### config.mk
export PLATFORM = sky130hd
export DESIGN_NAME = json_token_scanner
export DESIGN_NICKNAME = d
export VERILOG_FILES = /design/src/hw/rtl/jts_pkg.sv /design/src/hw/rtl/jts_entry_ram.sv /design/src/hw/rtl/jts_byte_class.sv /design/src/hw/rtl/json_token_scanner.sv
export VERILOG_INCLUDE_DIRS = /design/src /design/src/hw/rtl
export SDC_FILE = /design/constraint.sdc
export NUM_CORES = 2
export LEC_CHECK = 0
export BUFFER_PORTS_ARGS = -buffer_cell sky130_fd_sc_hd__buf_2
export CORE_AREA = 2 2 685 687
export CTS_BUF_LIST = sky130_fd_sc_hd__clkbuf_16
export DETAILED_ROUTE_END_ITERATION = 10
export DIE_AREA = 0 0 687 689
export PLACE_DENSITY_LB_ADDON = 0.08
export SLEW_MARGIN = 20
export SYNTH_ARGS = -nofsm -noshare
export SYNTH_HDL_FRONTEND = slang
export SYNTH_SLANG_ARGS = --single-unit
### constraint.sdc
create_clock -name clk -period 15.45 [get_ports clk]
set_input_delay 2.3175 -clock clk [delete_from_list [all_inputs] [get_ports clk]]
set_output_delay 2.3175 -clock clk [all_outputs]
set_load 0.01 [all_outputs]
### src/hw/rtl/json_token_scanner_defines.svh
// Assertion helpers for the scanner RTL.
`ifndef JSON_TOKEN_SCANNER_DEFINES_SVH
`define JSON_TOKEN_SCANNER_DEFINES_SVH

// Condition that must hold at every clock edge outside reset.
`define JTS_HOLDS(lbl, cond, msg) \
  lbl: assert property (@(posedge clk) disable iff (rst) (cond)) else $error(msg);

// Condition that must hold in the cycle after a trigger.
`define JTS_IMPLIES_NEXT(lbl, pre, post, msg) \
  lbl: assert property (@(posedge clk) disable iff (rst) (pre) |=> (post)) else $error(msg);

`endif

### src/hw/rtl/jts_pkg.sv
`timescale 1ns / 1ps
`default_nettype none
package jts_pkg;

  localparam int MAX_TOKENS = 64;
  localparam int MAX_TEXT   = 4096;
  localparam int ADDR_W     = $clog2(MAX_TOKENS);
  localparam int IDX_W      = ADDR_W + 1;
  localparam int POS_W      = $clog2(MAX_TEXT) + 1;

  localparam logic [IDX_W-1:0] NO_PARENT  = IDX_W'(MAX_TOKENS);
  localparam logic [IDX_W-1:0] TOKEN_MAX  = IDX_W'(MAX_TOKENS);
  localparam logic [POS_W-1:0] TEXT_LIMIT = POS_W'(MAX_TEXT);
  localparam logic [5:0]       CHILD_MAX  = 6'd63;

  localparam logic [2:0] KIND_NONE   = 3'd0;
  localparam logic [2:0] KIND_OBJECT = 3'd1;
  localparam logic [2:0] KIND_ARRAY  = 3'd2;
  localparam logic [2:0] KIND_STRING = 3'd3;
  localparam logic [2:0] KIND_PRIM   = 3'd4;

  localparam logic [1:0] ST_OK       = 2'd0;
  localparam logic [1:0] ST_NO_TOKEN = 2'd1;
  localparam logic [1:0] ST_BAD_TEXT = 2'd2;
  localparam logic [1:0] ST_TOO_LONG = 2'd3;

  typedef struct packed {
    logic [2:0]       kind;
    logic [POS_W-1:0] first;
    logic [POS_W-1:0] stop;
    logic             closed;
    logic [5:0]       children;
    logic [IDX_W-1:0] parent;
  } entry_t;

  typedef struct packed {
    logic is_nul;
    logic is_open;
    logic is_close;
    logic is_brace;
    logic is_quote;
    logic is_bslash;
    logic is_space;
    logic is_colon;
    logic is_comma;
    logic is_esc;
    logic is_u;
    logic is_hex;
    logic is_delim;
    logic is_bad;
  } byte_class_t;

endpackage
`default_nettype wire

### src/hw/rtl/jts_entry_ram.sv
`timescale 1ns / 1ps
`default_nettype none
module jts_entry_ram (
  input  logic                      clk,
  input  logic                      we,
  input  logic [jts_pkg::ADDR_W-1:0] waddr,
  input  jts_pkg::entry_t           wdata,
  input  logic [jts_pkg::ADDR_W-1:0] raddr,
  output jts_pkg::entry_t           rdata
);
  import jts_pkg::*;

  entry_t mem [MAX_TOKENS];

  always_ff @(posedge clk) begin
    if (we) begin
      mem[waddr] <= wdata;
    end
    rdata <= mem[raddr];
  end

endmodule
`default_nettype wire

### src/hw/rtl/jts_byte_class.sv
`timescale 1ns / 1ps
`default_nettype none
module jts_byte_class (
  input  logic [7:0]           text_byte,
  output jts_pkg::byte_class_t cls
);
  import jts_pkg::*;

  localparam logic [7:0] CH_TAB   = 8'h09;
  localparam logic [7:0] CH_LF    = 8'h0A;
  localparam logic [7:0] CH_CR    = 8'h0D;
  localparam logic [7:0] CH_SP    = 8'h20;
  localparam logic [7:0] CH_QUOTE = 8'h22;
  localparam logic [7:0] CH_COMMA = 8'h2C;
  localparam logic [7:0] CH_SLASH = 8'h2F;
  localparam logic [7:0] CH_COLON = 8'h3A;
  localparam logic [7:0] CH_LBRK  = 8'h5B;
  localparam logic [7:0] CH_BSL   = 8'h5C;
  localparam logic [7:0] CH_RBRK  = 8'h5D;
  localparam logic [7:0] CH_LBRC  = 8'h7B;
  localparam logic [7:0] CH_RBRC  = 8'h7D;
  localparam logic [7:0] CH_DEL   = 8'd127;
  localparam logic [7:0] CH_D0    = 8'd48;
  localparam logic [7:0] CH_D9    = 8'd57;
  localparam logic [7:0] CH_UA    = 8'd65;
  localparam logic [7:0] CH_UF    = 8'd70;
  localparam logic [7:0] CH_LA    = 8'd97;
  localparam logic [7:0] CH_LF_HI = 8'd102;

  always_comb begin
    cls = '0;
    cls.is_nul    = (text_byte == 8'h00);
    cls.is_open   = (text_byte == CH_LBRC) || (text_byte == CH_LBRK);
    cls.is_close  = (text_byte == CH_RBRC) || (text_byte == CH_RBRK);
    cls.is_brace  = (text_byte == CH_LBRC) || (text_byte == CH_RBRC);
    cls.is_quote  = (text_byte == CH_QUOTE);
    cls.is_bslash = (text_byte == CH_BSL);
    cls.is_space  = (text_byte == CH_TAB) || (text_byte == CH_LF) ||
                    (text_byte == CH_CR) || (text_byte == CH_SP);
    cls.is_colon  = (text_byte == CH_COLON);
    cls.is_comma  = (text_byte == CH_COMMA);
    cls.is_esc    = (text_byte == CH_QUOTE) || (text_byte == CH_SLASH) ||
                    (text_byte == CH_BSL) || (text_byte == "b") ||
                    (text_byte == "f") || (text_byte == "r") ||
                    (text_byte == "n") || (text_byte == "t");
    cls.is_u      = (text_byte == "u");
    cls.is_hex    = ((text_byte >= CH_D0) && (text_byte <= CH_D9)) ||
                    ((text_byte >= CH_UA) && (text_byte <= CH_UF)) ||
                    ((text_byte >= CH_LA) && (text_byte <= CH_LF_HI));
    cls.is_delim  = cls.is_space || cls.is_comma || (text_byte == CH_RBRK) ||
                    (text_byte == CH_RBRC);
    cls.is_bad    = (text_byte < CH_SP) || (text_byte >= CH_DEL);
  end

endmodule
`default_nettype wire

### src/hw/rtl/json_token_scanner.sv
`timescale 1ns / 1ps
`default_nettype none
// JSON token scanner. Feed the document one word per byte on text_byte, with
// end_of_text high on the last byte (or send a zero byte, which ends the
// document and is not counted as text). The token table lives in a single
// 64-entry synchronous RAM; every byte is handled by a small sequencer that
// reads, modifies and writes that RAM. Plain string and escape bytes need
// no RAM access; whitespace and a colon pass through the main state alone;
// an opening bracket, a string end or a comma also read or update the
// superior when one is set; a closing bracket reads the entries of the
// parent chain one by one; a byte that ends a primitive is handled as a
// string end and then as a delimiter, all through the one RAM read port. At
// the end of a document the table is read back one entry per word, each
// word held until it is taken; a failed or empty document gives a single word
// with token_valid low. Containers still open are reported with the
// end-of-text position. token_limit is written through its own channel,
// which is always ready; write it only while the scanner is idle. No new
// byte is taken while a result word waits on the output.
module json_token_scanner (
  input  logic                       clk,
  input  logic                       rst,
  input  logic                       in_valid,
  output logic                       in_ready,
  input  logic [7:0]                 text_byte,
  input  logic                       end_of_text,
  input  logic                       cfg_valid,
  output logic                       cfg_ready,
  input  logic [6:0]                 token_limit,
  output logic                       out_valid,
  input  logic                       out_ready,
  output logic [1:0]                 status,
  output logic [6:0]                 token_count,
  output logic                       token_valid,
  output logic [2:0]                 token_kind,
  output logic [12:0]                token_first,
  output logic [12:0]                token_stop,
  output logic [5:0]                 child_count,
  output logic [6:0]                 parent_index,
  output logic                       last
);
  import jts_pkg::*;

`include "json_token_scanner_defines.svh"

  typedef enum logic [3:0] {
    S_IN, S_LEAF, S_CNT_RD, S_CNT_WR, S_MAIN, S_WALK_RD, S_WALK_CHK,
    S_SUP_RD, S_SUP_CHK, S_NEXT, S_FIN, S_OUT_RD, S_OUT_LOAD, S_OUT_HOLD
  } state_t;

  typedef enum logic [2:0] {
    M_IDLE, M_STRING, M_ESCAPE, M_HEX, M_PRIM
  } mode_t;

  state_t           state;
  mode_t            mode;
  logic [7:0]       byte_r;
  logic [POS_W-1:0] pos_r;
  logic             fin;
  logic             main_pend;
  logic [POS_W-1:0] text_position;
  logic [IDX_W-1:0] next_free;
  logic [IDX_W-1:0] cur_super;
  logic [2:0]       hex_left;
  logic [POS_W-1:0] pending_start;
  logic [1:0]       err;
  logic [6:0]       limit_r;
  logic [IDX_W-1:0] walk_n;
  logic [IDX_W-1:0] out_i;
  logic [2:0]       leaf_kind;
  logic [POS_W-1:0] leaf_first;
  logic [POS_W-1:0] leaf_stop;

  // RAM port signals
  logic              we;
  logic [ADDR_W-1:0] waddr;
  entry_t            wdata;
  logic [ADDR_W-1:0] raddr;
  entry_t            rdata;

  byte_class_t in_cls;
  byte_class_t cls;
  logic [6:0]  limit_eff;
  logic [2:0]  want_kind;
  logic [2:0]  hex_dec;
  logic        rd_open;

  jts_byte_class u_in_class (.text_byte(text_byte), .cls(in_cls));
  jts_byte_class u_held_class (.text_byte(byte_r), .cls(cls));

  jts_entry_ram u_ram (
    .clk  (clk),
    .we   (we),
    .waddr(waddr),
    .wdata(wdata),
    .raddr(raddr),
    .rdata(rdata)
  );

  assign in_ready  = (state == S_IN);
  assign cfg_ready = 1'b1;
  assign limit_eff = (limit_r > TOKEN_MAX) ? TOKEN_MAX : limit_r;
  assign want_kind = cls.is_brace ? KIND_OBJECT : KIND_ARRAY;
  assign hex_dec   = (hex_left != 3'd0) ? hex_left - 3'd1 : 3'd0;
  assign rd_open   = !rdata.closed &&
                     ((rdata.kind == KIND_OBJECT) || (rdata.kind == KIND_ARRAY));

  // RAM writes: new entries go in at next_free; read-modify-write goes back
  // to the address just read. In a read-modify-write the read port stays on
  // that address, so one entry is read and written in the same cycle.
  always_comb begin
    we    = 1'b0;
    waddr = raddr;
    wdata = rdata;
    unique case (state)
      S_LEAF: begin
        we    = (next_free < limit_eff);
        waddr = next_free[ADDR_W-1:0];
        wdata = '{kind: leaf_kind, first: leaf_first, stop: leaf_stop,
                  closed: 1'b1, children: 6'd0, parent: cur_super};
      end
      S_MAIN: begin
        we    = cls.is_open && (next_free < limit_eff);
        waddr = next_free[ADDR_W-1:0];
        wdata = '{kind: (cls.is_brace ? KIND_OBJECT : KIND_ARRAY), first: pos_r,
                  stop: '0, closed: 1'b0, children: 6'd0, parent: cur_super};
      end
      S_CNT_WR: begin
        we = 1'b1;
        if (rdata.children < CHILD_MAX) begin
          wdata.children = rdata.children + 6'd1;
        end
      end
      S_WALK_CHK: begin
        we           = !rdata.closed && (rdata.kind == want_kind);
        wdata.stop   = pos_r + POS_W'(1);
        wdata.closed = 1'b1;
      end
      default: begin
        we = 1'b0;
      end
    endcase
  end

  always_ff @(posedge clk) begin
    if (rst) begin
      state         <= S_IN;
      mode          <= M_IDLE;
      fin           <= 1'b0;
      main_pend     <= 1'b0;
      text_position <= '0;
      next_free     <= '0;
      cur_super     <= NO_PARENT;
      hex_left      <= '0;
      pending_start <= '0;
      err           <= ST_OK;
      limit_r       <= 7'(MAX_TOKENS);
      out_valid     <= 1'b0;
      raddr         <= '0;
    end else begin
      if (cfg_valid) begin
        limit_r <= token_limit;
      end
      unique case (state)
        S_IN: begin
          if (in_valid) begin
            byte_r    <= text_byte;
            pos_r     <= text_position;
            fin       <= in_cls.is_nul || end_of_text;
            main_pend <= 1'b0;
            state     <= S_NEXT;
            if (!in_cls.is_nul && (text_position < TEXT_LIMIT)) begin
              text_position <= text_position + POS_W'(1);
            end
            if (!in_cls.is_nul && (err == ST_OK)) begin
              if (text_position >= TEXT_LIMIT) begin
                err <= ST_TOO_LONG;
              end else begin
                unique case (mode)
                  M_STRING: begin
                    if (in_cls.is_quote) begin
                      mode       <= M_IDLE;
                      leaf_kind  <= KIND_STRING;
                      leaf_first <= pending_start;
                      leaf_stop  <= text_position;
                      state      <= S_LEAF;
                    end else if (in_cls.is_bslash) begin
                      mode <= M_ESCAPE;
                    end
                  end
                  M_ESCAPE: begin
                    if (in_cls.is_esc) begin
                      mode <= M_STRING;
                    end else if (in_cls.is_u) begin
                      hex_left <= 3'd4;
                      mode     <= M_HEX;
                    end else begin
                      err <= ST_BAD_TEXT;
                    end
                  end
                  M_HEX: begin
                    if (!in_cls.is_hex) begin
                      err <= ST_BAD_TEXT;
                    end else begin
                      hex_left <= hex_dec;
                      if (hex_dec == 3'd0) begin
                        mode <= M_STRING;
                      end
                    end
                  end
                  M_PRIM: begin
                    if (in_cls.is_delim) begin
                      mode       <= M_IDLE;
                      leaf_kind  <= KIND_PRIM;
                      leaf_first <= pending_start;
                      leaf_stop  <= text_position;
                      main_pend  <= 1'b1;
                      state      <= S_LEAF;
                    end else if (in_cls.is_bad) begin
                      err <= ST_BAD_TEXT;
                    end
                  end
                  default: begin
                    state <= S_MAIN;
                  end
                endcase
              end
            end
          end
        end
        S_LEAF: begin
          // allocate, then count the child on the current superior
          if (next_free >= limit_eff) begin
            err   <= ST_NO_TOKEN;
            state <= S_NEXT;
          end else begin
            next_free <= next_free + IDX_W'(1);
            raddr     <= cur_super[ADDR_W-1:0];
            state     <= (cur_super != NO_PARENT) ? S_CNT_RD : S_NEXT;
          end
        end
        S_CNT_RD: begin
          state <= S_CNT_WR;
        end
        S_CNT_WR: begin
          state <= S_NEXT;
        end
        S_MAIN: begin
          state <= S_NEXT;
          if (cls.is_open) begin
            if (next_free >= limit_eff) begin
              err <= ST_NO_TOKEN;
            end else begin
              next_free <= next_free + IDX_W'(1);
              raddr     <= cur_super[ADDR_W-1:0];
              cur_super <= next_free;
              if (cur_super != NO_PARENT) begin
                state <= S_CNT_RD;
              end
            end
          end else if (cls.is_close) begin
            if (next_free == '0) begin
              err <= ST_BAD_TEXT;
            end else begin
              raddr  <= ADDR_W'(next_free - IDX_W'(1));
              walk_n <= '0;
              state  <= S_WALK_RD;
            end
          end else if (cls.is_quote) begin
            pending_start <= pos_r + POS_W'(1);
            mode          <= M_STRING;
          end else if (cls.is_space) begin
            mode <= M_IDLE;
          end else if (cls.is_colon) begin
            cur_super <= (next_free == '0) ? NO_PARENT : next_free - IDX_W'(1);
          end else if (cls.is_comma) begin
            if (cur_super < next_free) begin
              raddr <= cur_super[ADDR_W-1:0];
              state <= S_SUP_RD;
            end
          end else if (cls.is_bad) begin
            err <= ST_BAD_TEXT;
          end else begin
            pending_start <= pos_r;
            mode          <= M_PRIM;
          end
        end
        S_WALK_RD: begin
          state <= S_WALK_CHK;
        end
        S_WALK_CHK: begin
          // walk up towards the innermost open container
          state <= S_NEXT;
          if (!rdata.closed) begin
            if (rdata.kind != want_kind) begin
              err <= ST_BAD_TEXT;
            end else begin
              cur_super <= rdata.parent;
            end
          end else if (rdata.parent == NO_PARENT) begin
            if ((rdata.kind != want_kind) || (cur_super == NO_PARENT)) begin
              err <= ST_BAD_TEXT;
            end
          end else if ((walk_n == TOKEN_MAX) || (rdata.parent >= next_free)) begin
            err <= ST_BAD_TEXT;
          end else begin
            walk_n <= walk_n + IDX_W'(1);
            raddr  <= rdata.parent[ADDR_W-1:0];
            state  <= S_WALK_RD;
          end
        end
        S_SUP_RD: begin
          state <= S_SUP_CHK;
        end
        S_SUP_CHK: begin
          if ((rdata.kind != KIND_ARRAY) && (rdata.kind != KIND_OBJECT)) begin
            cur_super <= rdata.parent;
          end
          state <= S_NEXT;
        end
        S_NEXT: begin
          main_pend <= 1'b0;
          if (main_pend && (err == ST_OK)) begin
            state <= S_MAIN;
          end else if (fin) begin
            state <= S_FIN;
          end else begin
            state <= S_IN;
          end
        end
        S_FIN: begin
          // close an open primitive, flag unfinished strings, then read out
          if ((err == ST_OK) && (mode == M_PRIM)) begin
            mode       <= M_IDLE;
            leaf_kind  <= KIND_PRIM;
            leaf_first <= pending_start;
            leaf_stop  <= text_position;
            state      <= S_LEAF;
          end else if ((err == ST_OK) && (mode != M_IDLE)) begin
            err <= ST_BAD_TEXT;
          end else begin
            out_i <= '0;
            raddr <= '0;
            state <= S_OUT_RD;
          end
        end
        S_OUT_RD: begin
          state <= S_OUT_LOAD;
        end
        S_OUT_LOAD: begin
          status      <= err;
          token_count <= (err == ST_OK) ? next_free : '0;
          out_valid   <= 1'b1;
          state       <= S_OUT_HOLD;
          if ((err == ST_OK) && (next_free != '0)) begin
            token_valid  <= 1'b1;
            token_kind   <= rdata.kind;
            token_first  <= rdata.first;
            token_stop   <= rd_open ? text_position : rdata.stop;
            child_count  <= rdata.children;
            parent_index <= rdata.parent;
            last         <= (out_i + IDX_W'(1) == next_free);
          end else begin
            token_valid  <= 1'b0;
            token_kind   <= KIND_NONE;
            token_first  <= '0;
            token_stop   <= '0;
            child_count  <= '0;
            parent_index <= '0;
            last         <= 1'b1;
          end
        end
        S_OUT_HOLD: begin
          if (out_ready) begin
            out_valid <= 1'b0;
            if (last) begin
              // drop back to a clean parse state for the next document
              mode          <= M_IDLE;
              fin           <= 1'b0;
              text_position <= '0;
              next_free     <= '0;
              cur_super     <= NO_PARENT;
              hex_left      <= '0;
              pending_start <= '0;
              err           <= ST_OK;
              state         <= S_IN;
            end else begin
              out_i <= out_i + IDX_W'(1);
              raddr <= ADDR_W'(out_i + IDX_W'(1));
              state <= S_OUT_RD;
            end
          end
        end
        default: begin
          state <= S_IN;
        end
      endcase
    end
  end

  `JTS_HOLDS(a_one_side, !(in_ready && out_valid), "byte taken while a result word waits")
  `JTS_HOLDS(a_fill, next_free <= TOKEN_MAX, "token table overfilled")
  `JTS_HOLDS(a_pos, text_position <= TEXT_LIMIT, "text position past its saturation")
  `JTS_IMPLIES_NEXT(a_doc_reset, out_valid && out_ready && last, (next_free == '0) && (cur_super == NO_PARENT) && (text_position == '0), "parse state not cleared after document")

endmodule
`default_nettype wire
# Yosys cells after proc, flatten, opt, wreduce, memory -nomap -nowiden

Memory sizes are Yosys's and may differ from the RTL's. A register that Yosys moved wholly into a read port is not among the register bits.
Cells that the tools add are included.

Flip-flop bits (word level): 185
Memories: 1
Latch bits: 0
Output and inout port bits: 56
Memory bits (writable): 2,752
ROM bits: 0

Memory list:

| name      | words | width | read ports | clocked after memory_dff | wr ports | line                | source |
|---|---|---|---|---|---|---|---|
| u_ram.mem | 64    | 43    | 1          | 1                        | 1        | jts_entry_ram.sv:13 | `entry_t mem [MAX_TOKENS];` |

Shift-type cells: 0
$lt $le $gt $ge: 18
Multiplexer cells: 194
Multiply operators: 0
Bitwise gates (word level): 1
Reduce and logical (&&, ||, !) cells: 82
Add/sub/neg operators: 8
Divide/modulo/power cells: 0
Eq/ne operators: 119

Operators with widths:

| cell                                                                   | count |
|---|---|
| 13-bit 2-to-1 mux                                                      | 24 |
| 7-bit 2-to-1 mux                                                       | 28 |
| 13-bit one-hot mux with 2 select lines                                 | 6 |
| 6-bit 2-to-1 mux                                                       | 18 |
| 8-bit by 7-bit == test with 1-bit output (second input constant)       | 13 |
| 3-bit 2-to-1 mux                                                       | 33 |
| 4-bit 2-to-1 mux                                                       | 24 |
| 4-bit inequality test (second input constant)                          | 21 |
| 8-bit by 6-bit == test with 1-bit output (second input constant)       | 8 |
| 2-bit 2-to-1 mux                                                       | 27 |
| 4-bit one-hot mux with 13 select lines                                 | 1 |
| 8-bit by 4-bit == test with 1-bit output (second input constant)       | 6 |
| 3-bit inequality test (second input constant)                          | 16 |
| 14-bit one-hot mux with 3 select lines                                 | 1 |
| 2-bit inequality test (second input constant)                          | 19 |
| 8-bit by 7-bit >= comparator with 1-bit output (second input constant) | 4 |
| 16-bit one-hot mux with 2 select lines                                 | 1 |
| 6-bit one-hot mux with 5 select lines                                  | 1 |
| 7-bit one-hot mux with 2 select lines                                  | 2 |
| 7-bit one-hot mux with 4 select lines                                  | 1 |
| 1-bit logical OR                                                       | 27 |
| 13-bit by 1-bit adder with 13-bit output (second input constant)       | 2 |
| 4-bit == test (second input constant)                                  | 6 |
| 3-bit one-hot mux with 2 select lines                                  | 4 |
| 65 further kinds                                                       | 129 |

# Longest topological paths before layout

Depth after elaboration: 14
Depth in mapped cells: 11
Mapped depth without buffers: 10

# Modules after synthesis

A second synthesis with hierarchy kept.

Cell total of the unflattened synthesis: 5,745
Area, all modules: 116,684.4 µm²

Modules (own cells, without submodules):

| module                        | sequential area each (µm²) | cells each | times used | area each (µm²) |
|---|---|---|---|---|
| jts_entry_ram                 | 83,500.1                   | 4,517      | 1          | 105,473.7 |
| json_token_scanner            | 4,844.6                    | 1,115      | 1          | 10,485.1 |
| jts_byte_class (u_in_class)   | 0.0                        | 60         | 1          | 372.9 |
| jts_byte_class (u_held_class) | 0.0                        | 53         | 1          | 352.8 |

# Worst setup path before layout

Ideal clock, no wire load.

Path type: input port to flip-flop
Start point: input text_byte[5]
End point: register leaf_first[0], enable pin
Slack: 8,626 ps
Setup time: 484 ps
Stages: 8
Buffers on the path: 1
Data arrival time: 6,340 ps
Cell sequence: clkbuf_1 nor4b_1 nand2_1 o311ai_1 o21bai_1 inv_1 a21oi_1 nor4_1

Word-level cells in the longest chain between the ends: 9
Elaborated cells between the ends (all ways): 21
Those cells by class: 11 x eq/ne; 10 x reduce/logical

Ends and longest elaborated chain:

| what                                     | line                      | source |
|---|---|---|
| from (decl)                              | json_token_scanner.sv:24  | `input logic [7:0] text_byte,` |
| 8-bit by 4-bit == test with 1-bit output | jts_byte_class.sv:38      | `cls.is_space = (text_byte == CH_TAB) \|\| (text_byte == CH_LF) \|\|` |
| 1-bit logical OR (2 in a row)            | jts_byte_class.sv:38      |  |
| 1-bit logical OR                         | jts_byte_class.sv:39      | `(text_byte == CH_CR) \|\| (text_byte == CH_SP);` |
| 1-bit logical OR (3 in a row)            | jts_byte_class.sv:50      | `cls.is_delim = cls.is_space \|\| cls.is_comma \|\| (text_byte == CH_RBRK) \|\|` |
| 3-bit inequality test (no source line)   | -                         |  |
| 9-bit AND reduction (no source line) *   | -                         |  |
| to (signal assigned)                     | json_token_scanner.sv:183 | `leaf_first <= pending_start;` |
| to (signal assigned)                     | json_token_scanner.sv:214 | `leaf_first <= pending_start;` |
| to (signal assigned)                     | json_token_scanner.sv:335 | `leaf_first <= pending_start;` |
| to (decl)                                | json_token_scanner.sv:70  | `logic [POS_W-1:0] leaf_first;` |

Mark *: on every way between the ends. The rest lies on a longest branch, timed or not.
A chain may end at the register's enable or synchronous reset.

# Final worst setup path

Start point: register state[3]
End point: memory u_ram.mem[63][20] (netlist name), enable pin

Word-level cells in the longest chain between the ends: 4
Elaborated cells between the ends (all ways): 9
Those cells by class: 4 x eq/ne; 4 x mux; 1 x reduce/logical

Ends and longest elaborated chain:

| what                                                             | line                      | source |
|---|---|---|
| from (decl)                                                      | json_token_scanner.sv:54  | `state_t state;` |
| from (signal assigned)                                           | json_token_scanner.sv:238 | `state <= (cur_super != NO_PARENT) ? S_CNT_RD : S_NEXT;` |
| 4-bit by 3-bit == test with 1-bit output (tied with other cells) | json_token_scanner.sv:114 | `unique case (state)` |
| 1-bit one-hot mux with 4 select lines                            | json_token_scanner.sv:114 |  |
| 1-bit 2-to-1 mux                                                 | jts_entry_ram.sv:16       | `if (we) begin` |
| 1-bit 2-to-1 mux (implied by the code)                           | jts_entry_ram.sv:17       | `mem[waddr] <= wdata;` |
| to (decl)                                                        | jts_entry_ram.sv:13       |  |

Several ways; a longest one is shown, not always the timed one.

==> results.py <==
metrics = {
    "timing": {
        "fmax_mhz": 172.9,
        "hold_viol": 0,
        "setup_viol": 0,
        "finalCritPeriodShare_pct": 37.44,
        "slew_headroom_pct": 21.93,
        "tns_ns": 0,
        "period_needed_ns": 5.784,
        "whs_ns": 0.4311,
        "worst_pin_slew_ns": 1.171,
        "finalMaxSlewViolations": 0,
        "clock_skew_ns": 0.03861,
        "rsz0062_at_grt": "false",
    },
    "hold_path": {
        "min_path_cells": 0,
        "hold_start": "pending_start[8]",
        "hold_path.class": "reg2reg",
        "min_to": "leaf_first[8]",
    },
    "global_routing": {
        "antenna_found_initial": 63,
        "grt_pass1_wl_mm": 527.1,
        "grt.total_usage_pct": 16.23,
        "grt_max_degree": 101,
        "grt_pass1_vias": 58146,
        "gr-total-overflow": 0,
    },
    "synthesis": {
        "ys_warn_count": 0,
        "synth_xor_xnor_area_share_pct": 0.4608,
        "async_reset_ff_share_pct": 0,
        "synth_cells": 5226,
        "synth-main-ff-cell": "edfxtp_1",
        "ys_seq_area_share_pct": 76.20,
        "synthAdderAreaFrac_pct": 0.3453,
        "yosys.area_share.simple_pct": 2.421,
        "synth_nets": 5279,
        "synth_top_family_by_area": "multiplexers",
        "netlist_area_um2": 115900,
        "muxShareOfSynthArea_pct": 17.74,
        "synth_edf_count": 2868,
        "synth-compound-area-share_pct": 1.768,
        "synth.distinct_cells": 86,
        "synth_seq_cells": 2979,
        "syn_avg_cell_area_um2": 22.19,
    },
    "floorplanning": {
        "boundaryPins": 77,
        "core.rowCount": 251,
        "initial_utilization_pct": 24.88,
        "die_height_um": 689,
        "fp.dieW_um": 687,
        "core_area_um2": 466100,
        "dieArea_um2": 473300,
    },
    "routing": {
        "route.detailed.drc": 0,
        "drt_iter0_markers": 5647,
        "vias_per_cell": 4.634,
        "antenna_left": 0,
        "detail_route.wl_per_cell_um": 32.26,
        "dr.pass1.iters": 6,
        "vias": 55910,
        "finalWirelength_mm": 389.3,
    },
    "critical_path": {
        "required_ns": 15.99,
        "ff2ff_path_depth": 8,
        "path_common_cell": "o21ai_1",
        "critPathBufInv": 1,
        "r2r-end": "u_ram.mem[63][20]",
        "slowest_delay_ns": 0.72,
        "worstPathArrival_ns": 6.32,
        "path_class": "reg2reg",
        "critPathMaxFanout": 32,
        "crit_path_end_kind": "flop",
        "reg2reg_from": "state[3]",
        "critPathTopFamily": "simple AND/OR/NAND/NOR gates",
        "worstPathCellList": "nor2_1, nand3_1, o21ai_1, nand2_1, o21ai_1, nand3_2, nor2_4, buf_4",
        "reg2reg_slack_ns": 9.67,
        "critical_path.startpoint_type": "flop",
        "slowest_stage": "nand3_2",
    },
    "pwr": {
        "ir_worst_vdd_uv": 206.2,
        "pwr_density_cell_nw_per_um2": 181.4,
        "power.total_mw": 24.78,
        "leakagePower_nw": 40.75,
    },
    "finish": {
        "drive_gt1_share_pct": 30.85,
        "layoutNonFillerInstCount": 12066,
        "area_growth_syn_to_layout_pct": 17.81,
        "fin_nets": 5621,
        "layout_commonest_cell": "edfxtp_1",
        "layout_common_cells": "edfxtp_1, mux4_2, clkbuf_16",
        "stdcell_area_um2": 136600,
    },
    "clocking": {
        "htree_levels": 5,
        "cts-root-buf": "clkbuf_16",
        "postCtsSetupBuffers": 0,
        "clk_latency_ns": 0.94,
        "cts_tree": "built",
        "numClockSinks": 2979,
        "cts_made_buffers": 349,
        "clk_pin_slew_ns": 0.06,
        "ctsResizeCount": 0,
        "hold_buffers": 0,
        "clk_path_buf_depth": 4,
    },
    "place": {
        "place_inst": 11415,
        "gp_congestion": 0.7537,
        "postPlaceCellArea_um2": 125500,
        "hpwl_mm": 229.8,
        "numPortBuffers": 75,
    },
    "outcome": {
        "outcome": "completed",
    },
    "flow_run": {
        "cap_violations": 0,
    },
}
Yosys cell counts, types with 9 or more instances:
| cell | instances | share of area (%) |
|---|---|---|
| edfxtp_1 | 2868 | 74 |
| mux4_2 | 888 | 17 |
| clkbuf_1 | 199 | 0.64 |
| nor2_1 | 172 | 0.56 |
| nand2_1 | 161 | 0.52 |
| dfxtp_1 | 111 | 1.9 |
| a21oi_1 | 79 | 0.34 |
| o21ai_0 | 73 | 0.32 |
| buf_1 | 68 | 0.22 |
| nand3_1 | 44 | 0.19 |
| nor3_1 | 39 | 0.17 |
| a22oi_1 | 38 | 0.25 |
| xnor2_1 | 37 | 0.28 |
| and2_1 | 35 | 0.19 |
| mux2i_1 | 34 | 0.29 |
| ha_1 | 32 | 0.35 |
| inv_1 | 32 | 0.10 |
| xor2_1 | 24 | 0.18 |
| mux2_2 | 20 | 0.19 |
| buf_2 | 16 | 0.069 |
| nor4_1 | 15 | 0.081 |
| or3_1 | 13 | 0.070 |
| a31oi_1 | 12 | 0.065 |
| o31ai_1 | 12 | 0.078 |
| and3_1 | 11 | 0.059 |
| nand4_1 | 11 | 0.059 |
| nor2b_1 | 11 | 0.059 |
| a21o_1 | 10 | 0.065 |
| nand2b_1 | 10 | 0.054 |
| o211ai_1 | 9 | 0.058 |
layout make-up:
cell class                 instances  area [um2]
fill                           45382      329500
sequential                      2979       88370
multi-input combinational       1926       27270
clock buffer                     358        8959
tap                             6198        7755
clock inverter                   276        2071
timing repair buffer             277        1992
inverter                          35       131.4
antenna                           17       42.54
how the worst max path moves through the flow:
stage	start	cells past startpoint	slack [ns]	to
finish	state[3]	8	9.67	u_ram.mem[63][20]
global route	state[3]	8	9.31	u_ram.mem[63][20]
floorplan	text_byte[5]	8	8.63	leaf_first[0]
CTS	state[0]	8	9.61	u_ram.mem[63][20]
detailed placement	state[0]	8	9.67	u_ram.mem[63][17]
global placement	state[0]	8	9.40	u_ram.mem[63][22]
power by group:
group	switching [mW]	total [mW]	leakage, nW	internal [mW]
Clock	3.38	8.04	5.74	4.66
Combinational	4.15	5.39	8.14	1.24
Sequential	0.321	11.4	26.9	11.0
kinds of logic after synthesis:
family | Yosys count
other | 1
muxes | 942
adders and majority gates | 32
AOI/OAI and AO/OA | 313
DFF | 2979
xor gates and xnor gates | 61
and+or+nand+nor | 577
buffers and inverters | 321
state kept, by name, indices dropped and copies added, names as in the netlist, 8 cells and up:
signal,count
pending_start,13
text_position,13
pos_r,13
u_ram.mem,2752
leaf_first,13
token_stop,13
byte_r,8
u_ram.rdata,43
leaf_stop,13
token_first,13
layer usage:
layer / up-vias / GRT usage (%) / wire, um
met5: - / 0 / 47
met4: 6 / 3.658 / 8553
met3: 435 / 3.102 / 22490
met2: 1572 / 26.21 / 183700
met1: 31019 / 22.66 / 174500
li1: 22878 / - / -
through the flow:
step / util, % / setup WS, ns
final: 29.31 / 9.666
after global routing: 29.30 / 9.313
after CTS: 29.30 / 9.609
after detailed placement: 26.93 / 9.666
after global placement: 26.93 / 9.403
after floorplan: - / 8.626
(Power assumes the default switching activity.)
